==> config.mk <==
export PLATFORM = sky130hd
export DESIGN_NAME = lcg_prng_booth_multiply_top_flat
export DESIGN_NICKNAME = d
export VERILOG_FILES = /design/src/rtl/lpbm_pkg.sv /design/src/rtl/lpbm_stream_if.sv /design/src/rtl/lpbm_ctrl.sv /design/src/rtl/lpbm_datapath.sv /design/src/rtl/lcg_prng_booth_multiply_top.sv /design/src/flat_wrapper.sv
export SDC_FILE = /design/constraint.sdc
export NUM_CORES = 1
export LEC_CHECK = 0
export ABC_AREA = 1
export CAP_MARGIN = 5
export CORE_ASPECT_RATIO = 1.4
export CORE_MARGIN = 2
export CORE_UTILIZATION = 35
export DETAILED_ROUTE_END_ITERATION = 7
export DONT_BUFFER_PORTS = 1
export PLACE_DENSITY = 0.56
export SYNTH_ARGS = -nofsm -noshare
export SYNTH_HDL_FRONTEND = slang
export SYNTH_SLANG_ARGS = --single-unit
==> constraint.sdc <==
create_clock -name clk -period 3.73 [get_ports clk]
set_input_delay 0.746 -clock clk [delete_from_list [all_inputs] [get_ports clk]]
set_output_delay 0.746 -clock clk [all_outputs]
set_load 0.03 [all_outputs]
==> src/rtl/lpbm_pkg.sv <==
// Shared constants and types of the linear congruential generator.
package lpbm_pkg;

	localparam logic [31:0] LCG_MULT      = 32'd214013;
	localparam logic [31:0] LCG_INC       = 32'd2531011;
	localparam logic [31:0] MODULUS_RESET = 32'd2147483647;
	localparam logic [31:0] SEED_RESET    = 32'd1;

	localparam int SEED_W    = 32;
	localparam int OUT_W     = 16;
	localparam int OUT_SHIFT = 16;
	localparam int STEPS     = 32;
	localparam int CNT_W     = $clog2(STEPS);

	localparam logic [CNT_W-1:0] CNT_LAST = CNT_W'(STEPS - 1);

	typedef enum logic {
		CMD_GEN  = 1'b0,
		CMD_LOAD = 1'b1
	} cmd_t;

	typedef enum logic [2:0] {
		OP_HOLD,
		OP_LOAD_SEED,
		OP_START_MUL,
		OP_MUL_STEP,
		OP_ADD_INC,
		OP_DIV_STEP,
		OP_COMMIT
	} op_t;

	typedef enum logic [2:0] {
		ST_IDLE,
		ST_MUL,
		ST_INC,
		ST_DIV,
		ST_WAIT
	} state_t;

	// Sequencer command to the datapath.
	typedef struct packed {
		op_t  op;
	} ctrl_t;

endpackage

==> src/rtl/lpbm_stream_if.sv <==
// Valid/ready channel interfaces for requests and results of the generator.
interface lpbm_req_if;
	logic        valid;
	logic        ready;
	logic        cmd;
	logic [31:0] new_seed;

	modport source (output valid, output cmd, output new_seed, input ready);
	modport sink   (input valid, input cmd, input new_seed, output ready);
	modport mon    (input valid, input cmd, input new_seed, input ready);
endinterface

interface lpbm_rsp_if;
	logic        valid;
	logic        ready;
	logic [15:0] random_value;

	modport source (output valid, output random_value, input ready);
	modport sink   (input valid, input random_value, output ready);
	modport mon    (input valid, input random_value, input ready);
endinterface

==> src/rtl/lpbm_ctrl.sv <==
// Sequencer: step counter and state machine that drives the shared datapath.
module lpbm_ctrl (
	input  logic           clk,
	input  logic           arst_n,
	input  logic           req_valid,
	input  logic           req_cmd,
	output logic           req_ready,
	output logic           rsp_valid,
	input  logic           rsp_ready,
	output lpbm_pkg::ctrl_t ctrl
);
	import lpbm_pkg::*;

	state_t           state_q, state_d;
	logic [CNT_W-1:0] cnt_q;
	logic             rsp_valid_q;
	logic             slot_free;

	assign slot_free = !rsp_valid_q || rsp_ready;
	assign rsp_valid = rsp_valid_q;

	always_comb begin
		state_d = state_q;
		case (state_q)
			ST_IDLE: begin
				if (req_valid && (req_cmd == CMD_GEN)) begin
					state_d = ST_MUL;
				end
			end
			ST_MUL: begin
				if (cnt_q == CNT_LAST) begin
					state_d = ST_INC;
				end
			end
			ST_INC: state_d = ST_DIV;
			ST_DIV: begin
				if (cnt_q == CNT_LAST) begin
					state_d = ST_WAIT;
				end
			end
			ST_WAIT: begin
				if (slot_free) begin
					state_d = ST_IDLE;
				end
			end
			default: state_d = ST_IDLE;
		endcase
	end

	always_comb begin
		req_ready = 1'b0;
		ctrl.op   = OP_HOLD;
		case (state_q)
			ST_IDLE: begin
				req_ready = 1'b1;
				if (req_valid) begin
					ctrl.op = (req_cmd == CMD_LOAD) ? OP_LOAD_SEED : OP_START_MUL;
				end
			end
			ST_MUL:  ctrl.op = OP_MUL_STEP;
			ST_INC:  ctrl.op = OP_ADD_INC;
			ST_DIV:  ctrl.op = OP_DIV_STEP;
			ST_WAIT: begin
				if (slot_free) begin
					ctrl.op = OP_COMMIT;
				end
			end
			default: ctrl.op = OP_HOLD;
		endcase
	end

	always_ff @(posedge clk or negedge arst_n) begin
		if (!arst_n) begin
			state_q     <= ST_IDLE;
			cnt_q       <= '0;
			rsp_valid_q <= 1'b0;
		end else begin
			state_q <= state_d;
			if ((state_q == ST_MUL) || (state_q == ST_DIV)) begin
				cnt_q <= cnt_q + CNT_W'(1);
			end else begin
				cnt_q <= '0;
			end
			if (ctrl.op == OP_COMMIT) begin
				rsp_valid_q <= 1'b1;
			end else if (rsp_ready) begin
				rsp_valid_q <= 1'b0;
			end
		end
	end

endmodule

==> src/rtl/lpbm_datapath.sv <==
// Datapath: seed and modulus registers, shared adder, Booth and divider shift registers.
module lpbm_datapath (
	input  logic                        clk,
	input  logic                        arst_n,
	input  lpbm_pkg::ctrl_t             ctrl,
	input  logic                        cfg_we,
	input  logic [lpbm_pkg::SEED_W-1:0] cfg_wdata,
	input  logic [lpbm_pkg::SEED_W-1:0] new_seed,
	output logic [lpbm_pkg::OUT_W-1:0]  random_value
);
	import lpbm_pkg::*;

	logic [SEED_W-1:0] seed_q;
	logic [SEED_W-1:0] modulus_q;
	logic [SEED_W-1:0] acc_q;
	logic [SEED_W-1:0] shreg_q;
	logic              qm1_q;
	logic [OUT_W-1:0]  rand_q;

	logic [SEED_W+1:0] add_a, add_b, add_sum;
	logic              add_sub;

	// Operand selection for the one shared add/subtract unit.
	always_comb begin
		add_a   = '0;
		add_b   = '0;
		add_sub = 1'b0;
		case (ctrl.op)
			OP_MUL_STEP: begin
				add_a   = {{2{acc_q[SEED_W-1]}}, acc_q[SEED_W-1:0]};
				add_sub = shreg_q[0] & ~qm1_q;
				if (shreg_q[0] != qm1_q) begin
					add_b = {2'b00, LCG_MULT};
				end
			end
			OP_ADD_INC: begin
				add_a = {2'b00, shreg_q};
				add_b = {2'b00, LCG_INC};
			end
			OP_DIV_STEP: begin
				add_a   = {1'b0, acc_q[SEED_W-1:0], shreg_q[SEED_W-1]};
				add_b   = {2'b00, modulus_q};
				add_sub = 1'b1;
			end
			default: begin
				add_a   = '0;
				add_b   = '0;
				add_sub = 1'b0;
			end
		endcase
	end

	assign add_sum = add_a + (add_sub ? ~add_b : add_b) + {{(SEED_W+1){1'b0}}, add_sub};

	always_ff @(posedge clk or negedge arst_n) begin
		if (!arst_n) begin
			seed_q    <= SEED_RESET;
			modulus_q <= MODULUS_RESET;
		end else begin
			if (cfg_we) begin
				modulus_q <= cfg_wdata;
			end
			if (ctrl.op == OP_LOAD_SEED) begin
				seed_q <= new_seed;
			end else if (ctrl.op == OP_COMMIT) begin
				seed_q <= acc_q[SEED_W-1:0];
			end
		end
	end

	always_ff @(posedge clk) begin
		case (ctrl.op)
			OP_START_MUL: begin
				acc_q   <= '0;
				shreg_q <= seed_q;
				qm1_q   <= 1'b0;
			end
			OP_MUL_STEP: begin
				// Arithmetic shift right of {A, Q, q-1} after the add or subtract.
				acc_q   <= {add_sum[SEED_W-1], add_sum[SEED_W-1:1]};
				shreg_q <= {add_sum[0], shreg_q[SEED_W-1:1]};
				qm1_q   <= shreg_q[0];
			end
			OP_ADD_INC: begin
				shreg_q <= add_sum[SEED_W-1:0];
				acc_q   <= '0;
			end
			OP_DIV_STEP: begin
				// Restoring step: keep the difference unless it went negative.
				// Either value is below the modulus, so 32 bits hold it.
				acc_q   <= add_sum[SEED_W+1] ? add_a[SEED_W-1:0] : add_sum[SEED_W-1:0];
				shreg_q <= {shreg_q[SEED_W-2:0], 1'b0};
			end
			OP_COMMIT: begin
				rand_q <= acc_q[OUT_SHIFT+OUT_W-1:OUT_SHIFT];
			end
			default: begin
				acc_q <= acc_q;
			end
		endcase
	end

	assign random_value = rand_q;

endmodule

==> src/rtl/lcg_prng_booth_multiply_top.sv <==
// Top level of the 32-bit linear congruential pseudo-random generator.
//
// Each request on req carries a command: a load-seed request replaces the
// 32-bit seed and produces no result, while a generate request forms
// seed * 214013 (low 32 bits, by 32 radix-2 Booth steps), adds 2531011
// modulo 2^32, and reduces the sum modulo the modulus register by 32
// restoring divide steps. The remainder becomes the new seed and its upper
// sixteen bits are returned on rsp. A generate request runs through a start
// step (in the cycle in which it is accepted), 32 multiply steps, an
// increment step, 32 divide steps and a commit step, all sharing a single
// 34-bit add/subtract unit. Its result appears on rsp after the commit step,
// and the next request can then be accepted. Requests are refused while a
// generate is in progress; load-seed requests are taken back to back.
// A finished result sits in an output register, so a new request may be
// accepted while it waits to be taken, though the next generate holds its
// commit cycle until the output register is free, which adds the length of
// that stall. A modulus of zero leaves the sum unreduced. The modulus is
// written through cfg_we/cfg_wdata and should only change while the block is
// idle; it resets to 2147483647 and the seed resets to 1.
module lcg_prng_booth_multiply_top (
	input  logic               clk,
	input  logic               arst_n,
	input  logic               cfg_we,
	input  logic [31:0]        cfg_wdata,
	lpbm_req_if.sink           req,
	lpbm_rsp_if.source         rsp
);
	import lpbm_pkg::*;

	ctrl_t ctrl;

	// The sequencer owns the handshakes and the step counter.
	lpbm_ctrl u_ctrl (
		.clk       (clk),
		.arst_n    (arst_n),
		.req_valid (req.valid),
		.req_cmd   (req.cmd),
		.req_ready (req.ready),
		.rsp_valid (rsp.valid),
		.rsp_ready (rsp.ready),
		.ctrl      (ctrl)
	);

	// The datapath holds the seed, the modulus and the shared arithmetic.
	lpbm_datapath u_datapath (
		.clk          (clk),
		.arst_n       (arst_n),
		.ctrl         (ctrl),
		.cfg_we       (cfg_we),
		.cfg_wdata    (cfg_wdata),
		.new_seed     (req.new_seed),
		.random_value (rsp.random_value)
	);

endmodule

==> src/flat_wrapper.sv <==
// flat-port wrapper written by rule: the top's interface ports become plain ports
module lcg_prng_booth_multiply_top_flat import lpbm_pkg::*;
  (clk, arst_n, cfg_we, cfg_wdata, req_valid, req_cmd, req_new_seed, req_ready, rsp_valid, rsp_random_value, rsp_ready);
  lpbm_req_if req_i ();
  lpbm_rsp_if rsp_i ();
  input  logic clk;
  input  logic arst_n;
  input  logic cfg_we;
  input  logic [31:0] cfg_wdata;
  input wire logic [$bits(req_i.valid)-1:0] req_valid;
  input wire logic [$bits(req_i.cmd)-1:0] req_cmd;
  input wire logic [$bits(req_i.new_seed)-1:0] req_new_seed;
  output wire logic [$bits(req_i.ready)-1:0] req_ready;
  output wire logic [$bits(rsp_i.valid)-1:0] rsp_valid;
  output wire logic [$bits(rsp_i.random_value)-1:0] rsp_random_value;
  input wire logic [$bits(rsp_i.ready)-1:0] rsp_ready;
  assign req_i.valid = req_valid;
  assign req_i.cmd = req_cmd;
  assign req_i.new_seed = req_new_seed;
  assign req_ready = req_i.ready;
  assign rsp_valid = rsp_i.valid;
  assign rsp_random_value = rsp_i.random_value;
  assign rsp_i.ready = rsp_ready;
  lcg_prng_booth_multiply_top u_core (.clk(clk), .arst_n(arst_n), .cfg_we(cfg_we), .cfg_wdata(cfg_wdata), .req(req_i), .rsp(rsp_i));
endmodule
; Yosys cells after proc, flatten, opt, wreduce, memory -nomap -nowiden
; Cells that the tools add are included.
[classes]
n_reduce_logical = 12
div_mod_pow = 0
n_eq_ne = 16
n_mux = 24
magnitude_cmp = 0
n_addsub = 3
n_bitwise = 4
shifts = 0
multipliers = 0
[ops]
columns = cell, count
row1 = one-hot mux 34 bit (3 select lines), 2
row2 = one-hot mux 32 bit (4 select lines), 1
row3 = 2-to-1 mux 32 bit, 3
row4 = one-hot mux 32 bit (3 select lines), 1
row5 = adder 34 x 1 -> 34 bit, 1
row6 = adder 34 bit, 1
row7 = 2-to-1 mux 34 bit, 1
row8 = inverter 34 bit, 1
row9 = one-hot mux 3 bit (5 select lines), 2
row10 = 2-to-1 mux 18 bit, 1
row11 = 2-to-1 mux 3 bit, 5
row12 = "equality test 3 x 2 -> 1 bit, second input constant", 4
row13 = "equality test 3 bit, second input constant", 4
row14 = "inequality test 2 bit, second input constant", 4
row15 = "equality test 3 x 1 -> 1 bit, second input constant", 2
row16 = nonzero test 2 bit, 3
row17 = "adder 5 x 1 -> 5 bit, second input constant", 1
row18 = "equality test 5 bit, second input constant", 1
row19 = 2-to-1 mux 5 bit, 1
row20 = 2-to-1 mux 2 bit, 2
row21 = one-hot mux 1 bit (2 select lines), 2
row22 = AND reduction 4 bit, 1
row23 = nonzero test 4 bit, 1
row24 = zero test 3 bit, 1
row25 = 9 further kinds, 13
[word_totals]
mem_count = 0
latch_bits = 0
input_bits = 70
ff_bits = 154
elab_cells = 68
mem_bits_rw = 0
mem_bits_ro = 0

; Depth between registers and ports, before layout
[logic_depth]
word_depth = 12
mapped_depth = 28

; By module
; A second synthesis with hierarchy kept.
[unflattened]
hier_cells = 1332
area_unflattened_um2 = 10388.7
[by_module_without_submodules]
columns = module, seq_area_each_um2, instances, cells_per_inst, area_each_um2
row1 = lpbm_datapath, 4073.9, 1, 1271, 9914.5
row2 = lpbm_ctrl, 225.2, 1, 61, 474.2

; Least setup slack after synthesis
; Ideal clock, no wire load.
[synth_path]
path_type = register to register
from = reg u_core.u_ctrl.state_q[1]
to = reg u_core.u_datapath.acc_q[29], data pin
t_required_ns = 3.477
synth_period_minus_slack_ns = 3.776
stages_incl_launch_ff = 27
t_arrival_ns = 3.523
path_slack_ns = -0.046
path_buffers = 5
cell_sequence = dfrtp_1 -> buf_4 -> nor2_1 -> nand2_1 -> inv_2 -> nand3_2 -> nand2_1 -> inv_2 -> nor2_8 -> buf_4 -> buf_4 -> buf_2 -> a21oi_1 -> ha_1 -> a21oi_1 -> o21ai_0 -> a21oi_1 -> nor2_1 -> nor2_1 -> nand3_1 -> nand2_2 -> nand2_4 -> buf_4 -> o21ai_1 -> inv_1 -> nand2_1 -> nand2_1
[synth_between]
elab_chain_len = 10
word_cells_on_any_way = 20
cone_classes = add/sub: 2 / eq/ne: 8 / mux: 7 / bitwise: 1 / reduce/logical: 2
[synth_lines]
columns = element, line_no
row1 = "start, declared", lpbm_ctrl.sv:14  ; state_t state_q, state_d;
row2 = "start signal, assigned", lpbm_ctrl.sv:78  ; state_q <= state_d;
row3 = equality test 3 bit (tied with other cells), lpbm_ctrl.sv:53  ; case (state_q)
row4 = one-hot mux 3 bit (5 select lines) *, lpbm_ctrl.sv:53
row5 = equality test 3 bit / equality test 3 x 2 -> 1 bit (equally long branches), "lpbm_datapath.sv:28, lpbm_datapath.sv:72"
row6 = one-hot mux 34 bit (3 select lines), lpbm_datapath.sv:28  ; case (ctrl.op)
row7 = inverter 34 bit, lpbm_datapath.sv:53  ; assign add_sum = add_a + (add_sub ? ~add_b : add_b) + {{(SEED_W+1){1'b0}}, add_sub};
row8 = 2-to-1 mux 34 bit, lpbm_datapath.sv:53
row9 = adder 34 bit, lpbm_datapath.sv:53
row10 = adder 34 x 1 -> 34 bit, lpbm_datapath.sv:53
row11 = 2-to-1 mux 32 bit, lpbm_datapath.sv:91  ; acc_q <= add_sum[SEED_W+1] ? add_a[SEED_W-1:0] : add_sum[SEED_W-1:0];
row12 = one-hot mux 32 bit (3 select lines) *, lpbm_datapath.sv:72  ; case (ctrl.op)
row13 = "end signal, assigned", lpbm_datapath.sv:80  ; acc_q <= {add_sum[SEED_W-1], add_sum[SEED_W-1:1]};
row14 = "end signal, assigned", lpbm_datapath.sv:91
row15 = "end signal, assigned", lpbm_datapath.sv:98  ; acc_q <= acc_q;
row16 = "end, declared", lpbm_datapath.sv:15  ; logic [SEED_W-1:0] acc_q;
; Every way passes the cells marked *; elsewhere a longest branch is shown, timed or not.
; A chain may end at the register's enable or synchronous reset.

; Final worst setup path
[layout_path]
from = reg u_core.u_ctrl.state_q[0]
to = reg u_core.u_datapath.acc_q[31], data pin
; Same word-level chain as after synthesis.

==> impl_metrics.tcl <==
set metrics [dict create \
    skew_ps 16.1 \
    finalHoldViolCount 0 \
    synth_flop_cell "edfxtp_1" \
    grt_start_max_net_pins 59 \
    fmax_mhz 277 \
    synthTopCellsByArea "edfxtp_1 (24%), nand2_1 (11%), dfrtp_1 (10%), dfstp_2 (8.2%), inv_1 (5.4%)" \
    place_area_um2 12000 \
    grt_use_met3 0.0433 \
    end_kind "flip-flop" \
    crit_family "simple AND/OR/NAND/NOR gates" \
    worstSkewPairLatency_ps 460 \
    synth_compound_area_frac 0.169 \
    wl_mm 35.9 \
    wl_per_cell_um 19.1 \
    drt_iter0_drc 775 \
    synthesis.area_um2 10300 \
    grt_usage 0.229 \
    period_minus_slack_ps 3620 \
    clockBufferDepth 2 \
    stdcell_count 1879 \
    yosysUniqueCellTypes 54 \
    nets 1592 \
    ys_warn_count 0 \
    synth_edf_count 81 \
    hold_class "in -> async" \
    yosys-mux-area-fraction 0.0241 \
    core_area_um2 29000 \
    cts_tree "yes" \
    vias 9924 \
    start_kind "flip-flop" \
    critPathBufInv 6 \
    cp.depth 25 \
    synth_cells 1287 \
    dieArea_um2 30700 \
    setup_viol 0 \
    crit_required_ps 3950 \
    num_rows 74 \
    die_h_um 207 \
    die_w_um 149 \
    cts_buffers 17 \
    diodes 0 \
    syn_avg_cell_area_um2 7.97 \
    synth_top_area_frac 0.237 \
    gr-usage-met2 0.393 \
    final_cell_mix "nand2_1 (280), buf_4 (212), inv_1 (142)" \
    slew-limit-headroom 0.381 \
    initial_core_util 0.354 \
    busiest_layer "met2" \
    first_pass_iters 5 \
    status "finished clean" \
    path_class "reg -> reg" \
    gp_congestion 0.911 \
    setup-tns-final_ps 0 \
    layout-drive-gt1-share 0.348 \
    synth_top_family_by_area "simple AND/OR/NAND/NOR gates" \
    area_delta_synth_final_pct 36.0 \
    crit_slowest_cell "dfrtp_1" \
    yosys.area_share.adder 0.0446 \
    drc 0 \
    syn-num-nets 1393 \
    antenna_found_initial 0 \
    cts_max_level 4 \
    worstPathMaxFanout 21 \
    rsz0062_at_grt "yes" \
    post-route-cell-area_um2 14000 \
    worstMarginPinSlew_ps 927 \
    synth-seq-area-share 0.419 \
    cp.arrival_ps 3840 \
    synth_xor_area_frac 0.0261 \
    synth_top_area_cell "edfxtp_1" \
    dpl.hpwl_mm 26.5 \
    num_io_pins 88 \
    maxCapViolCount 0 \
    cts.sinks 154 \
    grt_pass1_wl_mm 53.6 \
    overflow 0 \
    viasPerCell 5.28 \
    synth_seq_cells 154 \
    yosys.area_share.simple 0.233 \
    dp_cells 1807 \
    max_stage_delay_ps 400 \
    final_core_util 0.482 \
    place.port_buffers 0 \
    postSynth.asyncResetShare 0.474 \
    slew_violations 0 \
    clk_pin_slew_ps 70 \
    use_met1 0.286 \
    fin_crit_sh 0.970 \
    root_buffer "clkbuf_16" \
    reg2reg_depth 25 \
    grt_pass1_vias 9700 \
    final_antenna_net_count 0 \
    layout_commonest_cell "nand2_1" \
]
## kinds of logic (layout without fill, tap and decap cells)
logic type,Yosys count,count (layout)
xor gates and xnor gates,28,28
buffers and inverters,216,427
AOI/OAI and AO/OA,294,294
and+or+nand+nor,537,538
DFF,154,154
muxes,22,22
adders and majority gates,36,36
## cell type report
class | instances | area [um2]
Clock inverter | 13 | 123
Inverter | 159 | 631
Timing Repair Buffer | 236 | 2060
Clock buffer | 19 | 453
Sequential cell | 154 | 4300
Tap cell | 380 | 475
Multi-Input combinational cell | 918 | 5920
Fill cell | 2807 | 15000
## stage by stage
stage	hold WS (ps)	worst slack, ps
6_report	129	114
5_1_grt	109	-123
4_1_cts	108	1.27
3_5_place_dp	450	-425
3_3_place_gp	436	-400
2_1_floorplan	426	25.2
## synthesized netlist by cell type (35+ instances only)
cell type / n
dfrtp_1: 41
nand2_1: 303
edfxtp_1: 81
inv_1: 149
o21ai_0: 75
a21oi_1: 90
nand3_1: 90
ha_1: 35
nor2_1: 71
## metal layers
layer / routed length, um / up-vias / share of wire
met5: 0 / - / 0
li1: - / 4792 / -
met1: 14900 / 4795 / 0.42
met2: 18000 / 287 / 0.50
met4: 1070 / 0 / 0.030
met3: 1920 / 50 / 0.054
## sequential cells by signal, indices dropped and copies added (netlist names)
| signal | flops |
|---|---|
| u_core.u_datapath.shreg_q | 32 |
| u_core.u_datapath.modulus_q | 32 |
| u_core.u_ctrl.cnt_q | 5 |
| u_core.u_datapath.random_value | 16 |
| u_core.u_ctrl.rsp_valid | 1 |
| u_core.u_datapath.qm1_q | 1 |
| u_core.u_datapath.seed_q | 32 |
| u_core.u_ctrl.state_q | 3 |
| u_core.u_datapath.acc_q | 32 |
## timing repair
item	in CTS	in global routing
cloned	1	9
hold buffers	1	0
resized for setup	29	186
pin swaps	2	44
hold endpoints to repair	41	0
setup buffers	2	28
setup endpoints to repair	42	57
## path summary, 6_finish.rpt
check	end	startpoint	slack [ps]
hold reg to reg	u_core.u_ctrl.cnt_q[0]$_DFF_PN0_	u_core.u_ctrl.cnt_q[0]$_DFF_PN0_	450
setup reg to reg	u_core.u_datapath.acc_q[31]$_DFFE_PP_	u_core.u_ctrl.state_q[0]$_DFFE_PN0P_	110
hold / removal	u_core.u_datapath.modulus_q[7]$_DFFE_PN1P_	arst_n	130
setup / recovery	u_core.u_datapath.acc_q[31]$_DFFE_PP_	u_core.u_ctrl.state_q[0]$_DFFE_PN0P_	110
max in group asynchronous	u_core.u_datapath.seed_q[31]$_DFFE_PN0P_	arst_n	3330
min in group clk	u_core.u_datapath.modulus_q[5]$_DFFE_PN1P_	cfg_we	370
Power is left out: the tool's default activity adds up to more than one toggle a clock period on the data nets, which glitch-free logic cannot reach.
